File: config.mk
export PLATFORM = sky130hd
export DESIGN_NAME = crit_div
export DESIGN_NICKNAME = d
export VERILOG_FILES = /design/src/crit_pkg.sv /design/src/crit_div.sv
export SDC_FILE = /design/constraint.sdc
export NUM_CORES = 1
export LEC_CHECK = 0
export BUFFER_PORTS_ARGS = -buffer_cell sky130_fd_sc_hd__buf_2
export CAP_MARGIN = 20
export CORE_AREA = 2 2 103 105
export CTS_CLUSTER_DIAMETER = 200
export DETAILED_ROUTE_END_ITERATION = 10
export DIE_AREA = 0 0 105 107
export HOLD_SLACK_MARGIN = 0.1
export PLACE_DENSITY = 0.5
export SYNTH_ARGS = -nofsm -noshare
export SYNTH_HDL_FRONTEND = slang
export SYNTH_SLANG_ARGS = --single-unit
export TNS_END_PERCENT = 5
File: constraint.sdc
create_clock -name clk_i -period 2.7 [get_ports clk_i]
set_input_delay 0.135 -clock clk_i [delete_from_list [all_inputs] [get_ports clk_i]]
set_output_delay 0.135 -clock clk_i [all_outputs]
set_load 0.005 [all_outputs]
File: src/crit_pkg.sv
// Shared types and constants of the chunked image receive tracker.
package crit_pkg;

  localparam int unsigned DIV_W     = 25;
  localparam int unsigned DIVR_W    = 16;
  localparam int unsigned DIV_CNT_W = 5;
  localparam int unsigned EPOCH_W   = 8;
  localparam int unsigned OUT_CNT_W = 13;

  typedef enum logic [2:0] {
    ACT_BEGIN  = 3'd0,
    ACT_CHUNK  = 3'd1,
    ACT_FINISH = 3'd2,
    ACT_ABORT  = 3'd3,
    ACT_TICK   = 3'd4
  } action_e;

  typedef enum logic [1:0] {
    PH_IDLE   = 2'd0,
    PH_RECV   = 2'd1,
    PH_READY  = 2'd2,
    PH_FAILED = 2'd3
  } phase_e;

  typedef enum logic [3:0] {
    ST_OK            = 4'd0,
    ST_NO_SESSION    = 4'd1,
    ST_WRONG_SESSION = 4'd2,
    ST_BAD_REQUEST   = 4'd3,
    ST_BAD_INDEX     = 4'd4,
    ST_BAD_CRC       = 4'd5,
    ST_WRITE_FAILED  = 4'd6,
    ST_INCOMPLETE    = 4'd7,
    ST_VERIFY_FAILED = 4'd8,
    ST_COMMIT_FAILED = 4'd9,
    ST_ERASE_FAILED  = 4'd10
  } status_e;

  typedef enum logic [2:0] {
    S_IDLE,
    S_DIV,
    S_MUL,
    S_EXEC,
    S_SWEEP
  } state_e;

endpackage

File: src/crit_div.sv
// Restoring divider that produces one quotient bit per cycle.
module crit_div import crit_pkg::*; (
  input  logic              clk_i,
  input  logic              rst_ni,
  input  logic              start_i,
  input  logic [DIV_W-1:0]  dividend_i,
  input  logic [DIVR_W-1:0] divisor_i,
  output logic              done_o,
  output logic [DIV_W-1:0]  quotient_o
);

  logic                 run_q, run_d;
  logic                 done_q, done_d;
  logic [DIV_CNT_W-1:0] cnt_q, cnt_d;
  logic [DIVR_W-1:0]    rem_q, rem_d;
  logic [DIVR_W-1:0]    dvs_q, dvs_d;
  logic [DIV_W-1:0]     dq_q, dq_d;
  logic [DIVR_W:0]      trial;
  logic [DIVR_W:0]      diff;
  logic                 ge;

  assign trial = {rem_q, dq_q[DIV_W-1]};
  assign diff  = trial - {1'b0, dvs_q};
  assign ge    = trial >= {1'b0, dvs_q};

  always_comb begin
    run_d  = run_q;
    done_d = 1'b0;
    cnt_d  = cnt_q;
    rem_d  = rem_q;
    dvs_d  = dvs_q;
    dq_d   = dq_q;
    if (start_i) begin
      run_d = 1'b1;
      cnt_d = '0;
      rem_d = '0;
      dvs_d = divisor_i;
      dq_d  = dividend_i;
    end else if (run_q) begin
      rem_d = ge ? diff[DIVR_W-1:0] : trial[DIVR_W-1:0];
      dq_d  = {dq_q[DIV_W-2:0], ge};
      cnt_d = cnt_q + 1'b1;
      if (cnt_q == DIV_CNT_W'(DIV_W - 1)) begin
        run_d  = 1'b0;
        done_d = 1'b1;
      end
    end
  end

  always_ff @(posedge clk_i or negedge rst_ni) begin
    if (!rst_ni) begin
      run_q  <= 1'b0;
      done_q <= 1'b0;
      cnt_q  <= '0;
    end else begin
      run_q  <= run_d;
      done_q <= done_d;
      cnt_q  <= cnt_d;
    end
  end

  always_ff @(posedge clk_i) begin
    rem_q <= rem_d;
    dvs_q <= dvs_d;
    dq_q  <= dq_d;
  end

  assign done_o     = done_q;
  assign quotient_o = dq_q;

endmodule

==> results of run 1 <==
logic make-up after synthesis:
kind of cell | count (synthesis) | share of synthesized area
mux | 38 | 0.121
compound gates | 63 | 0.131
flops | 64 | 0.503
xor+xnor | 15 | 0.0383
fa+ha+maj | 19 | 0.0715
simple gates | 67 | 0.0941
buf+inv | 34 | 0.0405
state kept, by name, indices dropped and copies added (netlist names):
name / count
cnt_q: 5
done_o: 1
dvs_q: 16
quotient_o: 25
rem_q: 16
run_q: 1
placed cells by master (no fill, tap or decap), drive strengths merged, types with 5 or more instances in the layout:
cell type    instances
buf                 80
dlygate4sd3         43
edfxtp              41
nor2                28
mux2                26
inv                 22
ha                  18
dfxtp               16
nand2               14
o21ai               13
a211oi              13
mux2i               12
a21oi               11
xnor2                9
clkbuf               9
dfrtp                7
xor2                 6
nand3                5
o21a                 5
clkinv               5
worst paths after layout:
check / endpoint / slack [ns]
max in group asynchronous: run_q / 2.40
worst min-delay path: cnt_q[4] / 0.14
worst max register to register: rem_q[0] / 0.15
worst min register to register: rem_q[15] / 0.50
min in group clk_i: dvs_q[15] / 0.48
worst max-delay path: rem_q[0] / 0.15
synthesized netlist by cell type, types with 2 or more instances:
cell type,count,share of area
dfrtp_1,7,0.051
o211ai_1,2,0.0044
edfxtp_1,41,0.36
xor2_1,6,0.015
o21ai_0,12,0.018
ha_1,18,0.066
nand2b_1,4,0.0073
nor2_1,28,0.031
clkbuf_1,6,0.0066
a211oi_1,11,0.024
xnor2_1,9,0.023
a21oi_1,11,0.016
inv_1,22,0.024
buf_1,4,0.0044
nor2b_1,3,0.0055
mux2_2,25,0.082
nand2_1,14,0.015
o31ai_1,3,0.0066
nand4_1,3,0.0055
mux2i_1,12,0.035
nand3_1,5,0.0073
a21o_1,4,0.0088
dfxtp_1,16,0.093
a31oi_1,2,0.0036
o21a_1,5,0.011
and3_1,3,0.0055
layer usage:
| layer | GRT usage | vias to the layer above | part of all wire |
|---|---|---|---|
| met4 | 0.0724 | 0 | 0.019 |
| met1 | 0.207 | 1251 | 0.48 |
| met3 | 0.0353 | 13 | 0.029 |
| li1 | - | 1352 | - |
| met2 | 0.251 | 42 | 0.47 |
| met5 | 0 | - | 0 |
cell type report:
class / count / area, um^2 / share of cell area
sequential: 64 / 1730 / 0.370
multi-input combinational: 202 / 1610 / 0.345
timing repair buffer: 123 / 883 / 0.189
tap: 136 / 170 / 0.0365
clock buffer: 9 / 124 / 0.0265
inverter: 22 / 82.6 / 0.0177
clock inverter: 7 / 72.6 / 0.0155
metrics by stage:
stage / area, um^2 / power, uW / hold WS (ns)
5_1_grt: 4670 / 4030 / 0.156
3_3_place_gp: 4000 / 2850 / -0.0189
6_report: 4670 / 3750 / 0.144
2_1_floorplan: 3430 / 2430 / -0.161
4_1_cts: 4620 / 3740 / 0.130
3_5_place_dp: 4000 / 2840 / -0.0201
report_power, final:
| group | switching [uW] | leakage [uW] | internal, uW |
|---|---|---|---|
| logic | 792 | 0.00127 | 776 |
| registers | 119 | 0.000644 | 1230 |
| clock network | 409 | 0.0000968 | 426 |
| total | 1320 | 0.00201 | 2430 |
what timing repair did:
action                                  in CTS  in global routing
endpoints found under the hold margin       49                  0
hold buffers                                43                  0
setup buffers                                0                  0
endpoints found under the setup margin       0                  4
resized for setup                            0                  9
==> flow_summary.yaml, run 1 <==
yosys:
  netlist_area_um2: 3430
  yosys_most_used_dff: "edfxtp_1"
  synthCells: 300
  yosys.cell_types.count: 50
  yosysWarnings: 0
  avgSynthCellArea_um2: 11.4
  synth_nets: 363
  seq_area_frac_synth: 0.503
  synth_edf_count: 41
  ys_ff_latch: 64
  async_reset_ff_frac: 0.109
power:
  vdd_drop_max_mv: 0.376
  power_density_nw_per_um2: 804
  p_leak_uw: 0.00201
detailed_routing:
  drt_wl_total_mm: 8.16
  drt_pre_antenna_iters: 4
  via_per_inst: 4.72
  drc: 0
  drt_iter0_markers: 104
  wire_per_inst_um: 14.5
  ant_nets: 0
  num_vias: 2658
critical_path:
  worstSetupEndpointType: "flip-flop"
  cpMaxStageDelayCell: "a2111oi_4"
  critical_path.top_delay_family: "compound AO/OA/AOI/OAI gates"
  required_ns: 2.98
  path_max_fanout: 16
  critical_path_arrival_ns: 2.83
  r2r_start: "dvs_q[10]"
  cp.depth: 10
  crit_buf_inv: 2
  max_stage_delay_ns: 0.43
  crit_type: "reg -> reg"
  r2r_cells: 10
  startpoint: "dvs_q[10]"
  crit_path_cell_trace: "inv_1 -> ha_1 -> and4_4 -> nand4_1 -> nor4_4 -> a2111oi_4 -> o21ai_2 -> buf_12 -> mux2_4 -> a211oi_2"
  startpoint_type: "flip-flop"
floorplanning:
  dieArea_um2: 11200
  die_h_um: 107
  start_util: 0.340
  dieWidth_um: 105
  ios: 70
  num_rows: 37
  coreArea_um2: 10100
placement:
  gp_congestion: 0.915
  dp_hpwl_mm: 5.61
  portBuffers: 69
  post-place-cells: 504
  pre_cts_ws_ns: 0.0606
status:
  status: "finished, final reports clean"
clock_network:
  htreeDepth: 3
  clockRootBuffer: "clkbuf_8"
  numCtsBuffers: 9
  clockBufferDepth: 2
  cts_tree: "built"
  clk_latency_ns: 0.36
  clkTransAtPathRegs_ns: 0.08
  clock_sinks: 64
cells_and_area:
  final_cells: 563
  antennaDiodeCount: 0
  postLayoutCoreUtil: 0.462
  fillers: 991
  final_layout_size_suffix_gt1_frac: 0.314
  nets: 485
  areaGrowthSynthToFinish_pct: 36.0
sta:
  setup_violations: 0
  drv_slew: 0
  setup_tns_ns: 0
  fin_crit_sh: 0.943
  tightestPinTransition_ns: 0.528
  hold_viol: 0
  finalCriticalPeriod_ns: 2.55
  rsz0062_at_grt: "no"
  slew_headroom: 0.639
  fmax_mhz: 393
  setup_slack_ns: 0.154
  clock_skew_ns: 0.00949
global_routing:
  grt-ovfl-total: 0
  antenna_found_initial: 0
  grt_pass1_wl_mm: 13.7
  grt_pass1_vias: 2736
  grt_start_max_net_pins: 38
  grt.total_usage: 0.159
run:
  cap_violations: 0
hold_path:
  hp-class: "in -> async"
Note: power is estimated with default switching activity, not from simulation.
==> run 2, diff against run 1 <==
- SETUP_SLACK_MARGIN: unset -> 0.2
- clock period: 2.7 -> 3.3 ns (I/O delays scaled with it)
==> run 2 against run 1 <==
  * Sequential share of layout area up 1.9 points
  * Critical endpoint unchanged
  * Highest routed layer unchanged
  * Critical path type unchanged
  * Maximum frequency decreased by 11%
  * Largest cell class unchanged
  * Cell count fell by 2.8%
  * Power decreased by 23%
  * Global-route usage fell by 0.66 points
  * Register-to-register slack gained 0.30 ns
==> flow_summary.yaml, run 2 (same netlist as run 1, synthesis figures left out) <==
clock_network:
  clockBufferDepth: 2
  clkTransAtPathRegs_ns: 0.08
  cts_resized: 0
  clock_sinks: 64
  clk_latency_ns: 0.36
  htreeDepth: 3
  cts_tree: "built"
  numCtsBuffers: 9
  clockRootBuffer: "clkbuf_8"
placement:
  portBuffers: 69
  gp_congestion: 0.819
  dp_hpwl_mm: 5.30
critical_path:
  startpoint_type: "flip-flop"
  cpMaxStageDelayCell: "o21ai_2"
  crit_path_cell_trace: "inv_1 -> ha_1 -> nor2b_1 -> o2111ai_1 -> a21boi_1 -> a211oi_4 -> o21ai_2 -> buf_12 -> mux2_4 -> a211oi_2"
  worstSetupEndpointType: "flip-flop"
  path_max_fanout: 14
  max_stage_delay_ns: 0.44
  critical_path.top_delay_family: "compound AO/OA/AOI/OAI gates"
  crit_buf_inv: 2
  required_ns: 3.58
  critical_path_arrival_ns: 3.13
  crit_type: "reg -> reg"
global_routing:
  grt_start_max_net_pins: 45
  grt.total_usage: 0.152
  grt-ovfl-total: 0
  antenna_found_initial: 0
  grt_pass1_vias: 2690
  grt_pass1_wl_mm: 13.3
detailed_routing:
  wire_per_inst_um: 14.1
  drt_iter0_markers: 65
  drt_pre_antenna_iters: 4
  num_vias: 2592
  drt_wl_total_mm: 7.69
  drc: 0
  ant_nets: 0
  via_per_inst: 4.74
cells_and_area:
  mostFrequentLayoutCells: "69 x buf_2, 41 x edfxtp_1, 34 x dlygate4sd3_1"
  antennaDiodeCount: 0
  postLayoutCoreUtil: 0.440
  fillers: 1017
  largest_reg_flops: 25
  areaGrowthSynthToFinish_pct: 29.5
  nets: 469
  final_common_cell: "buf_2"
  final_layout_size_suffix_gt1_frac: 0.294
status:
  status: "finished, final reports clean"
sta:
  finalCriticalPeriod_ns: 2.85
  setup_tns_ns: 0
  tightestPinTransition_ns: 0.934
  hold_viol: 0
  hold_slack_ns: 0.112
  slew_headroom: 0.377
  fmax_mhz: 351
  clock_skew_ns: 0.0122
  setup_violations: 0
  rsz0062_at_grt: "no"
  fin_crit_sh: 0.863
  drv_slew: 0
power:
  p_int_uw: 1860
  clkPwrFrac: 0.206
  power_uw: 2900
  power_density_nw_per_um2: 652
  p_comb_frac: 0.415
  vdd_drop_max_mv: 0.280
  seqPwrFrac: 0.379
  switchingPower_uw: 1040
  swShare: 0.359
  p_leak_uw: 0.00192
floorplanning:
  die_h_um: 107
  coreArea_um2: 10100
  start_util: 0.340
  num_rows: 37
  dieWidth_um: 105
  ios: 70
  dieArea_um2: 11200
run:
  cap_violations: 0
hold_path:
  hp-class: "in -> reg"
run 2: cell count changes in the layout (fill, tap and decap cells not counted), sizes merged:
cell,delta
dlygate4sd3,-9
buf,-7
bufinv,-1
inv,+1
run 2: power groups by stage:
stage / logic (uW) / registers (uW) / clock network, uW
final: 1200 / 1100 / 596
after global routing: 1340 / 1120 / 649
after CTS: 1210 / 1100 / 622
after detailed placement: 1160 / 1120 / 0
after global placement: 1170 / 1110 / 0
after floorplan: 889 / 1100 / 0
run 2: final timing paths:
path | start | endpoint | slack, ns | cells past startpoint
worst max-delay path | dvs_q[1] | rem_q[0] | 0.45 | 10
worst min-delay path | dividend_i[16] | quotient_o[16] | 0.11 | 2
worst max register to register | dvs_q[1] | rem_q[0] | 0.45 | 10
worst min register to register | rem_q[15] | rem_q[15] | 0.48 | 2
max in group asynchronous | rst_ni | cnt_q[2] | 2.97 | 2
min in group asynchronous | rst_ni | done_o | 0.18 | 2
run 2: per-stage QoR:
step	cell area, um^2	worst slack (ns)	std cells
floorplan	3430	0.970	300
global placement	3930	0.568	497
detailed placement	3930	0.459	497
CTS	4440	0.419	547
global route	4440	0.247	547
finish	4440	0.452	547
run 2: what timing repair did:
item / CTS / global route
buffers inserted: 0 / 0
hold buffers: 34 / 0
hold endpoints to repair: 40 / 0
run 2: cell type report:
cell class | count | area, um^2 | share of cell area
Inverter | 22 | 82.6 | 0.0186
Timing Repair Buffer | 107 | 728 | 0.164
Clock inverter | 7 | 47.5 | 0.0107
Tap cell | 136 | 170 | 0.0383
Clock buffer | 9 | 124 | 0.0279
Multi-Input combinational cell | 202 | 1570 | 0.352
Sequential cell | 64 | 1730 | 0.389
run 2: routing by layer:
metal	vias to the layer above	global-route usage	wire, um
met5	-	0	0
met4	0	0.0629	154
met3	17	0.0389	293
met2	58	0.250	3680
met1	1207	0.190	3560
li1	1310	-	-
==> run 3, diff against run 2 <==
- CAP_MARGIN: 20 -> unset
- RECOVER_POWER: unset -> 100
==> run 3 against run 2 <==
  * The run now ends with max-capacitance violations, max-slew violations left
  * Register-to-register slack got worse by 0.04 ns
  * Via count decreased by 0.46%
  * Largest cell class unchanged
  * Sequential share of layout area increased by 0.28 points
  * Clock skew about the same
  * Design area decreased by 0.70%
  * Cell count unchanged
  * Critical path type unchanged
  * Setup slack got worse by 0.039 ns
  * Count of clock-buffer cells in the layout unchanged
  * Global-route usage unchanged
  * Worst hold slack about the same
  * Critical path depth unchanged
  * Power decreased by 0.33%
==> flow_summary.yaml, run 3 (same netlist as run 1, synthesis figures left out) <==
status:
  status: "finished, violations left"
  violations: "max-capacitance violations, max-slew violations"
placement:
  portBuffers: 69
  gp_congestion: 0.819
  dp_hpwl_mm: 5.30
floorplanning:
  dieArea_um2: 11200
  num_rows: 37
  start_util: 0.340
  ios: 70
  coreArea_um2: 10100
  die_h_um: 107
  dieWidth_um: 105
clock_network:
  clockRootBuffer: "clkbuf_8"
  cts_resized: 0
  postCtsSetupRepairBufs: 0
  clkTransAtPathRegs_ns: 0.08
  numCtsBuffers: 9
  clockBufferDepth: 2
  htreeDepth: 3
  clock_sinks: 64
  clk_latency_ns: 0.36
  cts_tree: "built"
sta:
  fmax_mhz: 346
  tightestPinTransition_ns: 2.25
  rsz0062_at_grt: "no"
  setup_tns_ns: 0
  setup_violations: 0
  slew_headroom: -0.501
  hold_slack_ns: 0.111
  hold_viol: 0
  drv_slew: 45
  clock_skew_ns: 0.0119
  fin_crit_sh: 0.875
  finalCriticalPeriod_ns: 2.89
detailed_routing:
  drt_iter0_markers: 80
  drc: 0
  drt_wl_total_mm: 7.67
  drt_pre_antenna_iters: 4
  via_per_inst: 4.72
  ant_nets: 0
  wire_per_inst_um: 14.0
  num_vias: 2580
global_routing:
  grt.total_usage: 0.152
  grt_pass1_vias: 2690
  grt_start_max_net_pins: 45
  antenna_found_initial: 0
  grt_pass1_wl_mm: 13.3
  grt-ovfl-total: 0
critical_path:
  crit_type: "reg -> reg"
  path_max_fanout: 14
  max_stage_delay_ns: 0.44
  crit_buf_inv: 2
  startpoint_type: "flip-flop"
  critical_path.top_delay_family: "compound AO/OA/AOI/OAI gates"
  worstSetupEndpointType: "flip-flop"
  required_ns: 3.55
  cpMaxStageDelayCell: "o21ai_2"
  critical_path_arrival_ns: 3.14
  crit_path_cell_trace: "inv_1 -> ha_1 -> nor2b_1 -> o2111ai_1 -> a21boi_1 -> a211oi_4 -> o21ai_2 -> buf_12 -> mux2_4 -> a211oi_1"
cells_and_area:
  nets: 469
  final_layout_size_suffix_gt1_frac: 0.251
  antennaDiodeCount: 0
  postLayoutCoreUtil: 0.437
  final_common_cell: "buf_2"
  mostFrequentLayoutCells: "54 x buf_2, 41 x edfxtp_1, 34 x dlygate4sd3_1"
  areaGrowthSynthToFinish_pct: 28.6
  largest_reg_flops: 25
run:
  cap_violations: 1
power:
  swShare: 0.359
  switchingPower_uw: 1040
  power_uw: 2890
  p_leak_uw: 0.00186
  p_comb_frac: 0.413
  seqPwrFrac: 0.381
  power_density_nw_per_um2: 654
  p_int_uw: 1850
  clkPwrFrac: 0.206
  vdd_drop_max_mv: 0.280
hold_path:
  hp-class: "in -> reg"
[run 3: changes by cell type in the layout (fill, tap and decap cells not counted)]
cell      before  now
buf_2         69   54
a211oi_2       1    0
buf_4          3    1
clkbuf_1       0   17
a211oi_1      11   12
[run 3: cell type report]
cell class / count / area (um^2)
clock buffer: 9 / 124
tap: 136 / 170
clock inverter: 7 / 47.5
fill: 1023 / 5680
timing repair buffer: 107 / 702
inverter: 22 / 82.6
multi-input combinational: 202 / 1560
sequential: 64 / 1730
[run 3: worst reg2reg max path: stages, from the launching register on]
cell and delay (ns):
edfxtp_1 0.38, inv_1 0.05, ha_1 0.28, nor2b_1 0.17, o2111ai_1 0.15, a21boi_1 0.43
a211oi_4 0.14, o21ai_2 0.44, buf_12 0.23, mux2_4 0.31, a211oi_1 0.21
[run 3: worst paths after layout]
kind	startpoint	end	slack (ns)	cells after the start
min in group asynchronous	rst_ni	done_o	0.24	2
worst max register to register	dvs_q[1]	rem_q[0]	0.41	10
worst min-delay path	dividend_i[16]	quotient_o[16]	0.11	2
max in group asynchronous	rst_ni	cnt_q[2]	2.79	2
worst max-delay path	dvs_q[1]	rem_q[0]	0.41	10
worst min register to register	rem_q[15]	rem_q[15]	0.48	2
[run 3: repair_timing]
action	CTS	global route
endpoints found under the hold margin	40	0
endpoints found under the setup margin	0	0
hold buffers	34	0
[run 3: power groups by stage]
stage          combinational, uW  clock (uW)  sequential [uW]
2_1_floorplan                889           0             1100
3_3_place_gp                1170           0             1110
3_5_place_dp                1160           0             1120
4_1_cts                     1210         622             1100
5_1_grt                     1330         649             1120
6_report                    1190         595             1100
[run 3: metal layers]
layer | up-vias | track usage | share of wire
met5 | - | 0 | 0
met4 | 0 | 0.0629 | 0.019
met3 | 13 | 0.0389 | 0.038
met2 | 55 | 0.250 | 0.48
met1 | 1206 | 0.190 | 0.46
li1 | 1306 | - | -
[run 3: per-stage QoR]
stage                     instances  instance area (um^2)  setup slack (ns)
after CTS                       547                  4440             0.419
after floorplan                 300                  3430             0.970
after global placement          497                  3930             0.568
after detailed placement        497                  3930             0.459
final                           547                  4410             0.413
after global routing            547                  4410             0.185
